**config.mk**
```make
export PLATFORM = sky130hd
export DESIGN_NAME = clock_register_write_sequencer_flat
export DESIGN_NICKNAME = d
export VERILOG_FILES = /design/src/rtl/crs_pkg.sv /design/src/rtl/crs_if.sv /design/src/rtl/crs_in_stage.sv /design/src/rtl/crs_core.sv /design/src/rtl/crs_out_stage.sv /design/src/rtl/clock_register_write_sequencer.sv /design/src/flat_wrapper.sv
export SDC_FILE = /design/constraint.sdc
export NUM_CORES = 1
export LEC_CHECK = 0
export ABC_AREA = 0
export BUFFER_PORTS_ARGS = -buffer_cell sky130_fd_sc_hd__buf_2
export CORE_ASPECT_RATIO = 0.75
export CORE_MARGIN = 10
export CORE_UTILIZATION = 45
export CTS_CLUSTER_DIAMETER = 100
export DETAILED_ROUTE_END_ITERATION = 6
export GPL_TIMING_DRIVEN = 0
export PLACE_DENSITY_LB_ADDON = 0.25
export REMOVE_ABC_BUFFERS = 1
export SYNTH_ARGS = -nofsm -noshare
export SYNTH_HDL_FRONTEND = slang
export SYNTH_SLANG_ARGS = --single-unit
```
**constraint.sdc**
```tcl
create_clock -name clk -period 4.06 [get_ports clk]
set_clock_uncertainty 0.15 [all_clocks]
set_input_delay 0.406 -clock clk [delete_from_list [all_inputs] [get_ports clk]]
set_output_delay 0.406 -clock clk [all_outputs]
set_load 0.01 [all_outputs]
```
**src/rtl/crs_pkg.sv**
```systemverilog
// shared types, codes and constants of the clock register write sequencer
`default_nettype none
package crs_pkg;

  localparam int unsigned WORD_W    = 32;
  localparam int unsigned TICKS_W   = 16;
  localparam int unsigned CFG_IDX_W = 1;

  localparam logic [WORD_W-1:0]  PPS_ENABLE_WORD = 32'h0000_007D;
  localparam logic [TICKS_W-1:0] TIMEOUT_RESET   = 16'd100;

  typedef enum logic [1:0] {
    CMD_TICK  = 2'd0,
    CMD_REQ   = 2'd1,
    CMD_OK    = 2'd2,
    CMD_FAIL  = 2'd3
  } cmd_t;

  typedef enum logic [2:0] {
    ACT_NONE      = 3'd0,
    ACT_HARD_SYNC = 3'd1,
    ACT_PPS       = 3'd2,
    ACT_INC       = 3'd3,
    ACT_ADJUST    = 3'd4
  } act_t;

  typedef enum logic [1:0] {
    KIND_WRITE   = 2'd0,
    KIND_DONE    = 2'd1,
    KIND_TIMEOUT = 2'd2,
    KIND_FAIL    = 2'd3
  } kind_t;

  typedef enum logic [2:0] {
    TGT_SEC    = 3'd0,
    TGT_NS     = 3'd1,
    TGT_PPS    = 3'd2,
    TGT_SUBINC = 3'd3,
    TGT_INC    = 3'd4,
    TGT_ADJ    = 3'd5
  } tgt_t;

  typedef enum logic [CFG_IDX_W-1:0] {
    CFG_SLAVE_EN = 1'd0,
    CFG_TIMEOUT  = 1'd1
  } cfg_idx_t;

  typedef enum logic [13:0] {
    ST_IDLE   = 14'b00000000000001,
    ST_WR_SEC = 14'b00000000000010,
    ST_WT_SEC = 14'b00000000000100,
    ST_WR_NS  = 14'b00000000001000,
    ST_WT_NS  = 14'b00000000010000,
    ST_WR_PPS = 14'b00000000100000,
    ST_WT_PPS = 14'b00000001000000,
    ST_WR_SUB = 14'b00000010000000,
    ST_WT_SUB = 14'b00000100000000,
    ST_WR_INC = 14'b00001000000000,
    ST_WT_INC = 14'b00010000000000,
    ST_WR_ADJ = 14'b00100000000000,
    ST_WT_ADJ = 14'b01000000000000,
    ST_DONE   = 14'b10000000000000
  } state_t;

  typedef struct packed {
    logic [1:0]        command;
    logic [2:0]        action;
    logic [WORD_W-1:0] value_a;
    logic [WORD_W-1:0] value_b;
  } item_t;

  typedef struct packed {
    logic [1:0]        kind;
    logic [2:0]        target;
    logic [WORD_W-1:0] write_value;
  } result_t;

  typedef struct packed {
    logic    valid;
    result_t data;
  } res_msg_t;

endpackage
`default_nettype wire

```
**src/rtl/crs_if.sv**
```systemverilog
// valid/ready channel interfaces for request items and result items
`default_nettype none
interface crs_item_if;
  logic        valid;
  logic        ready;
  logic [1:0]  command;
  logic [2:0]  action;
  logic [31:0] value_a;
  logic [31:0] value_b;

  modport source (output valid, output command, output action, output value_a,
                  output value_b, input ready);
  modport sink   (input valid, input command, input action, input value_a,
                  input value_b, output ready);
endinterface

interface crs_result_if;
  logic        valid;
  logic        ready;
  logic [1:0]  kind;
  logic [2:0]  target;
  logic [31:0] write_value;

  modport source (output valid, output kind, output target, output write_value,
                  input ready);
  modport sink   (input valid, input kind, input target, input write_value,
                  output ready);
endinterface
`default_nettype wire

```
**src/rtl/crs_in_stage.sv**
```systemverilog
// input register holding one accepted transaction until the sequencer takes it
`default_nettype none
module crs_in_stage (
  input  wire logic          clk,
  input  wire logic          rst_n,
  input  wire logic          in_valid,
  output      logic          in_ready,
  input  wire crs_pkg::item_t in_item,
  input  wire logic          take,
  output      logic          held_valid,
  output      crs_pkg::item_t held_item
);

  logic           v_r, v_nxt;
  crs_pkg::item_t item_r;

  assign in_ready   = !v_r || take;
  assign held_valid = v_r;
  assign held_item  = item_r;

  always_comb begin
    v_nxt = v_r;
    if (in_valid && in_ready) begin
      v_nxt = 1'b1;
    end else if (take) begin
      v_nxt = 1'b0;
    end
  end

  always_ff @(posedge clk) begin
    if (!rst_n) begin
      v_r <= 1'b0;
    end else begin
      v_r <= v_nxt;
    end
  end

  always_ff @(posedge clk) begin
    if (in_valid && in_ready) begin
      item_r <= in_item;
    end
  end

endmodule
`default_nettype wire

```
**src/rtl/crs_core.sv**
```systemverilog
// sequencer state, stored operand words, configuration and result decode
`default_nettype none
module crs_core (
  input  wire logic                             clk,
  input  wire logic                             rst_n,
  input  wire logic                             cfg_we,
  input  wire logic [crs_pkg::CFG_IDX_W-1:0]    cfg_index,
  input  wire logic [crs_pkg::TICKS_W-1:0]      cfg_data,
  input  wire logic                             fire,
  input  wire crs_pkg::item_t                   item,
  output      crs_pkg::res_msg_t                res
);

  crs_pkg::state_t               state_r, state_nxt;
  logic [2:0]                    pend_r, pend_nxt;
  logic                          done_r, done_nxt;
  logic [crs_pkg::TICKS_W-1:0]   cnt_r, cnt_nxt;
  logic [crs_pkg::WORD_W-1:0]    sec_r, sec_nxt;
  logic [crs_pkg::WORD_W-1:0]    ns_r, ns_nxt;
  logic [crs_pkg::WORD_W-1:0]    sub_r, sub_nxt;
  logic [crs_pkg::WORD_W-1:0]    inc_r, inc_nxt;
  logic [crs_pkg::WORD_W-1:0]    adj_r, adj_nxt;
  logic                          slave_en_r;
  logic [crs_pkg::TICKS_W-1:0]   timeout_r;

  logic                          wait_en;
  crs_pkg::state_t               wait_to;
  logic [crs_pkg::TICKS_W-1:0]   cnt_dec;

  assign cnt_dec = cnt_r - 16'd1;

  always_comb begin
    state_nxt = state_r;
    pend_nxt  = pend_r;
    done_nxt  = done_r;
    cnt_nxt   = cnt_r;
    sec_nxt   = sec_r;
    ns_nxt    = ns_r;
    sub_nxt   = sub_r;
    inc_nxt   = inc_r;
    adj_nxt   = adj_r;
    res       = '0;
    wait_en   = 1'b0;
    wait_to   = crs_pkg::ST_IDLE;

    if (fire) begin
      case (item.command)
        crs_pkg::CMD_TICK: begin
          if (slave_en_r) begin
            case (state_r)
              crs_pkg::ST_IDLE: begin
                if (pend_r != crs_pkg::ACT_NONE) begin
                  cnt_nxt   = timeout_r;
                  state_nxt = crs_pkg::ST_WR_SEC;
                end
              end
              crs_pkg::ST_WR_SEC: begin
                if (pend_r == crs_pkg::ACT_HARD_SYNC) begin
                  done_nxt              = 1'b0;
                  state_nxt             = crs_pkg::ST_WT_SEC;
                  res.valid             = 1'b1;
                  res.data.kind         = crs_pkg::KIND_WRITE;
                  res.data.target       = crs_pkg::TGT_SEC;
                  res.data.write_value  = sec_r;
                end else begin
                  state_nxt = crs_pkg::ST_WR_PPS;
                end
              end
              crs_pkg::ST_WT_SEC: begin
                wait_en = 1'b1;
                wait_to = crs_pkg::ST_WR_NS;
              end
              crs_pkg::ST_WR_NS: begin
                done_nxt             = 1'b0;
                cnt_nxt              = timeout_r;
                state_nxt            = crs_pkg::ST_WT_NS;
                res.valid            = 1'b1;
                res.data.kind        = crs_pkg::KIND_WRITE;
                res.data.target      = crs_pkg::TGT_NS;
                res.data.write_value = ns_r;
              end
              crs_pkg::ST_WT_NS: begin
                wait_en = 1'b1;
                wait_to = crs_pkg::ST_DONE;
              end
              crs_pkg::ST_WR_PPS: begin
                if (pend_r == crs_pkg::ACT_PPS) begin
                  done_nxt             = 1'b0;
                  cnt_nxt              = timeout_r;
                  state_nxt            = crs_pkg::ST_WT_PPS;
                  res.valid            = 1'b1;
                  res.data.kind        = crs_pkg::KIND_WRITE;
                  res.data.target      = crs_pkg::TGT_PPS;
                  res.data.write_value = crs_pkg::PPS_ENABLE_WORD;
                end else begin
                  state_nxt = crs_pkg::ST_WR_SUB;
                end
              end
              crs_pkg::ST_WT_PPS: begin
                wait_en = 1'b1;
                wait_to = crs_pkg::ST_DONE;
              end
              crs_pkg::ST_WR_SUB: begin
                if (pend_r == crs_pkg::ACT_INC) begin
                  done_nxt             = 1'b0;
                  cnt_nxt              = timeout_r;
                  state_nxt            = crs_pkg::ST_WT_SUB;
                  res.valid            = 1'b1;
                  res.data.kind        = crs_pkg::KIND_WRITE;
                  res.data.target      = crs_pkg::TGT_SUBINC;
                  res.data.write_value = sub_r;
                end else begin
                  state_nxt = crs_pkg::ST_WR_ADJ;
                end
              end
              crs_pkg::ST_WT_SUB: begin
                wait_en = 1'b1;
                wait_to = crs_pkg::ST_WR_INC;
              end
              crs_pkg::ST_WR_INC: begin
                done_nxt             = 1'b0;
                cnt_nxt              = timeout_r;
                state_nxt            = crs_pkg::ST_WT_INC;
                res.valid            = 1'b1;
                res.data.kind        = crs_pkg::KIND_WRITE;
                res.data.target      = crs_pkg::TGT_INC;
                res.data.write_value = inc_r;
              end
              crs_pkg::ST_WT_INC: begin
                wait_en = 1'b1;
                wait_to = crs_pkg::ST_DONE;
              end
              crs_pkg::ST_WR_ADJ: begin
                if (pend_r == crs_pkg::ACT_ADJUST) begin
                  done_nxt             = 1'b0;
                  cnt_nxt              = timeout_r;
                  state_nxt            = crs_pkg::ST_WT_ADJ;
                  res.valid            = 1'b1;
                  res.data.kind        = crs_pkg::KIND_WRITE;
                  res.data.target      = crs_pkg::TGT_ADJ;
                  res.data.write_value = adj_r;
                end else begin
                  state_nxt = crs_pkg::ST_DONE;
                end
              end
              crs_pkg::ST_WT_ADJ: begin
                wait_en = 1'b1;
                wait_to = crs_pkg::ST_DONE;
              end
              crs_pkg::ST_DONE: begin
                state_nxt     = crs_pkg::ST_IDLE;
                pend_nxt      = crs_pkg::ACT_NONE;
                res.valid     = 1'b1;
                res.data.kind = crs_pkg::KIND_DONE;
              end
              default: begin
                state_nxt = crs_pkg::ST_IDLE;
                pend_nxt  = crs_pkg::ACT_NONE;
              end
            endcase

            if (wait_en) begin
              if (done_r) begin
                cnt_nxt   = timeout_r;
                state_nxt = wait_to;
              end else begin
                cnt_nxt = cnt_dec;
                if (cnt_dec == '0) begin
                  state_nxt     = crs_pkg::ST_IDLE;
                  pend_nxt      = crs_pkg::ACT_NONE;
                  res.valid     = 1'b1;
                  res.data.kind = crs_pkg::KIND_TIMEOUT;
                end
              end
            end
          end
        end
        crs_pkg::CMD_REQ: begin
          if (item.action <= crs_pkg::ACT_ADJUST) begin
            pend_nxt = item.action;
            case (item.action)
              crs_pkg::ACT_HARD_SYNC: begin
                sec_nxt = item.value_a;
                ns_nxt  = item.value_b;
              end
              crs_pkg::ACT_INC: begin
                inc_nxt = item.value_a;
                sub_nxt = item.value_b;
              end
              crs_pkg::ACT_ADJUST: begin
                adj_nxt = item.value_a;
              end
              default: begin
              end
            endcase
          end
        end
        crs_pkg::CMD_OK: begin
          done_nxt = 1'b1;
        end
        default: begin
          state_nxt     = crs_pkg::ST_IDLE;
          pend_nxt      = crs_pkg::ACT_NONE;
          res.valid     = 1'b1;
          res.data.kind = crs_pkg::KIND_FAIL;
        end
      endcase
    end
  end

  always_ff @(posedge clk) begin
    if (!rst_n) begin
      state_r <= crs_pkg::ST_IDLE;
      pend_r  <= crs_pkg::ACT_NONE;
      done_r  <= 1'b0;
      cnt_r   <= '0;
      sec_r   <= '0;
      ns_r    <= '0;
      sub_r   <= '0;
      inc_r   <= '0;
      adj_r   <= '0;
    end else begin
      state_r <= state_nxt;
      pend_r  <= pend_nxt;
      done_r  <= done_nxt;
      cnt_r   <= cnt_nxt;
      sec_r   <= sec_nxt;
      ns_r    <= ns_nxt;
      sub_r   <= sub_nxt;
      inc_r   <= inc_nxt;
      adj_r   <= adj_nxt;
    end
  end

  always_ff @(posedge clk) begin
    if (!rst_n) begin
      slave_en_r <= 1'b0;
      timeout_r  <= crs_pkg::TIMEOUT_RESET;
    end else if (cfg_we) begin
      case (cfg_index)
        crs_pkg::CFG_SLAVE_EN: slave_en_r <= cfg_data[0];
        crs_pkg::CFG_TIMEOUT:  timeout_r  <= cfg_data;
        default: begin
        end
      endcase
    end
  end

endmodule
`default_nettype wire

```
**src/rtl/crs_out_stage.sv**
```systemverilog
// result register; takes a new result whenever the slot is empty or draining
`default_nettype none
module crs_out_stage (
  input  wire logic              clk,
  input  wire logic              rst_n,
  input  wire logic              load,
  input  wire crs_pkg::res_msg_t res,
  output      logic              can_take,
  output      logic              out_valid,
  input  wire logic              out_ready,
  output      crs_pkg::result_t  out_data
);

  logic              v_r, v_nxt;
  crs_pkg::result_t  data_r;

  assign can_take  = !v_r || out_ready;
  assign out_valid = v_r;
  assign out_data  = data_r;

  always_comb begin
    v_nxt = v_r;
    if (load) begin
      v_nxt = res.valid;
    end else if (out_ready) begin
      v_nxt = 1'b0;
    end
  end

  always_ff @(posedge clk) begin
    if (!rst_n) begin
      v_r <= 1'b0;
    end else begin
      v_r <= v_nxt;
    end
  end

  always_ff @(posedge clk) begin
    if (load && res.valid) begin
      data_r <= res.data;
    end
  end

endmodule
`default_nettype wire

```
**src/rtl/clock_register_write_sequencer.sv**
```systemverilog
// top level of the clock register write sequencer
//
//   channel  | direction | handshake        | payload
//   in_ch    | sink      | valid / ready    | command, action, value_a, value_b
//   out_ch   | source    | valid / ready    | kind, target, write_value
//   cfg_*    | sink      | cfg_we only      | cfg_index, cfg_data
//
// one transaction per cycle sustained while out_ch.ready is high; a transaction is
// held in the input register, is decoded against the sequencer state and any
// result it gives lands in the result register
// reset is synchronous and active low; no clearing pass
// a stalled result holds the result register; one more transaction may wait in
// the input register, after which in_ch.ready drops
`default_nettype none
module clock_register_write_sequencer (
  input  wire logic                          clk,
  input  wire logic                          rst_n,
  crs_item_if.sink                           in_ch,
  crs_result_if.source                       out_ch,
  input  wire logic                          cfg_we,
  input  wire logic [crs_pkg::CFG_IDX_W-1:0] cfg_index,
  input  wire logic [crs_pkg::TICKS_W-1:0]   cfg_data
);

  crs_pkg::item_t    in_item;
  crs_pkg::item_t    held_item;
  logic              held_valid;
  logic              can_take;
  logic              fire;
  logic              in_ready;
  logic              out_valid;
  crs_pkg::res_msg_t res;
  crs_pkg::result_t  out_data;

  assign in_item.command = in_ch.command;
  assign in_item.action  = in_ch.action;
  assign in_item.value_a = in_ch.value_a;
  assign in_item.value_b = in_ch.value_b;
  assign in_ch.ready     = in_ready;

  assign fire = held_valid && can_take;

  crs_in_stage u_in (
    .clk        (clk),
    .rst_n      (rst_n),
    .in_valid   (in_ch.valid),
    .in_ready   (in_ready),
    .in_item    (in_item),
    .take       (fire),
    .held_valid (held_valid),
    .held_item  (held_item)
  );

  crs_core u_core (
    .clk       (clk),
    .rst_n     (rst_n),
    .cfg_we    (cfg_we),
    .cfg_index (cfg_index),
    .cfg_data  (cfg_data),
    .fire      (fire),
    .item      (held_item),
    .res       (res)
  );

  crs_out_stage u_out (
    .clk       (clk),
    .rst_n     (rst_n),
    .load      (fire),
    .res       (res),
    .can_take  (can_take),
    .out_valid (out_valid),
    .out_ready (out_ch.ready),
    .out_data  (out_data)
  );

  assign out_ch.valid       = out_valid;
  assign out_ch.kind        = out_data.kind;
  assign out_ch.target      = out_data.target;
  assign out_ch.write_value = out_data.write_value;

endmodule
`default_nettype wire

```
**src/flat_wrapper.sv**
```systemverilog
// flat-port wrapper written by rule: the top's interface ports become plain ports
module clock_register_write_sequencer_flat 
  (clk, rst_n, cfg_we, cfg_index, cfg_data, in_ch_valid, in_ch_command, in_ch_action, in_ch_value_a, in_ch_value_b, in_ch_ready, out_ch_valid, out_ch_kind, out_ch_target, out_ch_write_value, out_ch_ready);
  crs_item_if in_ch_i ();
  crs_result_if out_ch_i ();
  input  wire logic clk;
  input  wire logic rst_n;
  input  wire logic cfg_we;
  input  wire logic [crs_pkg::CFG_IDX_W-1:0] cfg_index;
  input  wire logic [crs_pkg::TICKS_W-1:0] cfg_data;
  input wire logic [$bits(in_ch_i.valid)-1:0] in_ch_valid;
  input wire logic [$bits(in_ch_i.command)-1:0] in_ch_command;
  input wire logic [$bits(in_ch_i.action)-1:0] in_ch_action;
  input wire logic [$bits(in_ch_i.value_a)-1:0] in_ch_value_a;
  input wire logic [$bits(in_ch_i.value_b)-1:0] in_ch_value_b;
  output wire logic [$bits(in_ch_i.ready)-1:0] in_ch_ready;
  output wire logic [$bits(out_ch_i.valid)-1:0] out_ch_valid;
  output wire logic [$bits(out_ch_i.kind)-1:0] out_ch_kind;
  output wire logic [$bits(out_ch_i.target)-1:0] out_ch_target;
  output wire logic [$bits(out_ch_i.write_value)-1:0] out_ch_write_value;
  input wire logic [$bits(out_ch_i.ready)-1:0] out_ch_ready;
  assign in_ch_i.valid = in_ch_valid;
  assign in_ch_i.command = in_ch_command;
  assign in_ch_i.action = in_ch_action;
  assign in_ch_i.value_a = in_ch_value_a;
  assign in_ch_i.value_b = in_ch_value_b;
  assign in_ch_ready = in_ch_i.ready;
  assign out_ch_valid = out_ch_i.valid;
  assign out_ch_kind = out_ch_i.kind;
  assign out_ch_target = out_ch_i.target;
  assign out_ch_write_value = out_ch_i.write_value;
  assign out_ch_i.ready = out_ch_ready;
  clock_register_write_sequencer u_core (.clk(clk), .rst_n(rst_n), .in_ch(in_ch_i), .out_ch(out_ch_i), .cfg_we(cfg_we), .cfg_index(cfg_index), .cfg_data(cfg_data));
endmodule
```
==> impl_metrics.ini <==
[synthesis]
ys_top_cells_by_area = dfxtp_1 (33%), edfxtp_1 (25%), nand2_1 (12%)
syn_area_mm2 = 0.0128
synth_cells = 1370
synth_seq_cells = 319
syn_area_per_cell_um2 = 9.32
netlist.area_leader.share_pct = 33.4
async_reset_ff_share_pct = 0
ys.flop_type = dfxtp_1
yosysTopAreaCell = dfxtp_1
synth_edf_count = 106
synth_cell_types = 66
ys_seq_area_share_pct = 58.3
yosys_warnings = 0

[floorplanning]
die-area_mm2 = 0.0356
start_util_pct = 45.6
die_h_um = 166
coreArea_mm2 = 0.0280
die_w_um = 214
ios = 130
rows = 53

[clock_network]
cts.path.max_buffers = 3
cts_sinks = 319
cts_made_buffers = 31
htree_levels = 1
clkSlewWorstSetupHoldPaths_ns = 0.07
cts_tree = built
root_buffer = clkbuf_16
clk_latency_ns = 0.56

[global_route]
grt_pass1_vias = 10478
antenna_found_initial = 0
grt_pass1_wl_um = 58000
grt_max_degree = 96
grt_usage_pct = 19.8
grt-ovfl-total = 0

[detailed_routing]
wl_met3_um = 2420
wirelength_um = 36700
ant_nets = 0
drt_iter0_drc = 1137
wl_met2_um = 16900
drt-met1-wl_um = 16800
dr.pass1.iters = 5
top_layer_used = met4
num_vias = 10905
wl_per_cell_um = 18.7
vias_per_cell = 5.55
drc = 0

[finish]
instances_no_fill = 1965
nFillCells = 2469
antenna_cells = 0
utilization_pct = 57.1
stdcell_area_mm2 = 0.0160
multi_input_comb_area_mm2 = 0.00501
ff_latch_area_mm2 = 0.00745
nNetsFinal = 1651
syn2layout_area_growth_pct = 25.3
drive_gt1_share_pct = 15.7

[timing]
worst_slack_ns = 0.200
drv_slew = 0
fin_tns_setup_ns = 0
setup_violations = 0
rsz0062_at_grt = false
period_needed_ns = 3.86
final.period_utilization_pct = 95.1
max_freq_mhz = 259
slew_headroom_pct = 37.1
worstMarginPinSlew_ns = 0.935
timing.final.hold_violations = 0

[worst_setup_path]
slowest_stage = nor4_4
required_ns = 4.17
cp_max_fo = 19
end_kind = register
critPathArrivalTime_ns = 3.97
setup.worst_path.class = register to register
reg2reg_depth = 8
crit_cells = 8
path_delay_family = simple AND/OR/NAND/NOR gates
critPathMaxStageDelay_ns = 0.65
cp-start-kind = register
crit_buf_inv = 1
worstPathCellList = nor4_2 -> nand4_1 -> nor4_4 -> nor2_1 -> nor4bb_1 -> o21ai_0 -> or2_4 -> buf_12

[placement]
portBuffers = 129
place_congestion = 0.907
place_inst = 1816
placed_area_mm2 = 0.0140
dpl.hpwl_um = 22400
dp_slack_ns = -0.782

[pwr]
power_density_mw_per_mm2 = 411
leakage_nw = 5.41
vdd_drop_max_v = 0.000340

[run_status]
status = complete, no violations

[flow_run]
maxCapViolCount = 0

[worst_hold_path]
holdPathStages = 4
min_path_type = input pin to register
what timing repair did:
item                                    4_1_cts  5_1_grt
endpoints found under the setup margin       37       37
hold buffers                                 87        0
setup buffers                                 3        0
gates resized for setup                       5        4
gates cloned                                  1        0
endpoints found under the hold margin        87        0
pin swaps                                     1        1
layout make-up:
class | instances | area share, %
Inverter | 14 | 0.360
Timing Repair Buffer | 247 | 12.3
Tap cell | 385 | 3.01
Multi-Input combinational cell | 942 | 31.4
Clock buffer | 47 | 5.86
Clock inverter | 11 | 0.540
Sequential cell | 319 | 46.6
where the power goes:
| part | switching [mW] | total (mW) | internal [mW] |
|---|---|---|---|
| Combinational | 0.145 | 0.279 | 0.134 |
| Clock | 1.21 | 2.86 | 1.65 |
| Sequential | 0.0514 | 3.42 | 3.37 |
| Total | 1.40 | 6.56 | 5.16 |
cell families (layout without fill, tap and decap cells):
group / count (synthesis) / after routing / share of synthesized area (%)
muxes: 10 / 10 / 0.794
DFF: 319 / 319 / 58.3
xor gates and xnor gates: 6 / 6 / 0.412
buffers and inverters: 110 / 319 / 3.33
adders and majority gates: 5 / 5 / 0.490
AOI/OAI and AO/OA: 363 / 363 / 17.5
and+or+nand+nor: 557 / 558 / 19.2
path summary, 6_finish.rpt:
check / slack [ns] / to / startpoint
worst max-delay path: 0.20 / u_core.u_out.out_data[31] / u_core.u_core.state_r[0]
worst min-delay path: 0.05 / u_core.u_in.held_valid / out_ch_ready
worst max register to register: 0.20 / u_core.u_out.out_data[31] / u_core.u_core.state_r[0]
worst min register to register: 0.30 / u_core.u_core.ns_r[29] / u_core.u_core.ns_r[29]
synthesized netlist by cell type, types with 4 or more instances:
master	n
and4_1	6
buf_2	4
clkbuf_1	90
or2_2	6
a22o_1	6
a22oi_1	43
nand4_1	8
or4_1	8
nor2_1	39
nand2_1	402
o31ai_1	4
ha_1	5
inv_1	14
nand2b_1	9
xor2_1	4
nor3_1	15
a21oi_1	199
a211oi_1	5
nand3_1	15
edfxtp_1	106
o21a_1	4
nor2b_1	5
nor4_1	11
dfxtp_1	213
a31oi_1	20
mux2i_1	9
o21ai_0	26
nor4b_1	6
a21o_1	4
a221oi_1	7
and2_1	6
a222oi_1	16
layer usage:
metal  global-route usage [%]  vias to the layer above
met2                     31.8                      379
met4                     3.88                        0
met3                     3.53                       40
met5                        0                        -
met1                     27.6                     5256
li1                         -                     5230
per-stage QoR:
| stage | hold WS (ns) | power [mW] |
|---|---|---|
| after floorplan | 0.283 | 3.57 |
| after global placement | 0.291 | 3.69 |
| after detailed placement | 0.296 | 3.69 |
| after CTS | 0.0338 | 6.61 |
| after global routing | 0.0656 | 6.79 |
| final | 0.0521 | 6.56 |
layout by cell type (no fill, tap or decap), drive strengths merged, types with 9 or more instances in the layout:
cell           n
edfxtp       106
nor3          15
dlygate4sd3   87
a31oi         20
nand3         15
o21ai         28
nand2        402
a22oi         43
a222oi        16
dfxtp        213
clkbuf        47
nor2          39
buf          160
inv           16
mux2i          9
nor4          14
a21oi        199
nand2b         9
worst register-to-register path: stages, from the launching register on:
cell and delay, ns:
dfxtp_1 0.37, nor4_2 0.55, nand4_1 0.44, nor4_4 0.65, nor2_1 0.11, nor4bb_1 0.21
o21ai_0 0.62, or2_4 0.25, buf_12 0.17
state kept, by name, indices dropped and copies added (netlist names):
signal / flops
u_core.u_core.state_r: 14
u_core.u_core.adj_r: 32
u_core.u_out.out_data: 37
u_core.u_core.sec_r: 32
u_core.u_out.out_valid: 1
u_core.u_in.held_valid: 1
u_core.u_core.ns_r: 32
u_core.u_in.held_item: 69
u_core.u_core.pend_r: 3
u_core.u_core.inc_r: 32
u_core.u_core.timeout_r: 16
u_core.u_core.sub_r: 32
u_core.u_core.slave_en_r: 1
u_core.u_core.done_r: 1
u_core.u_core.cnt_r: 16
Power figures use the tool's default switching activity.
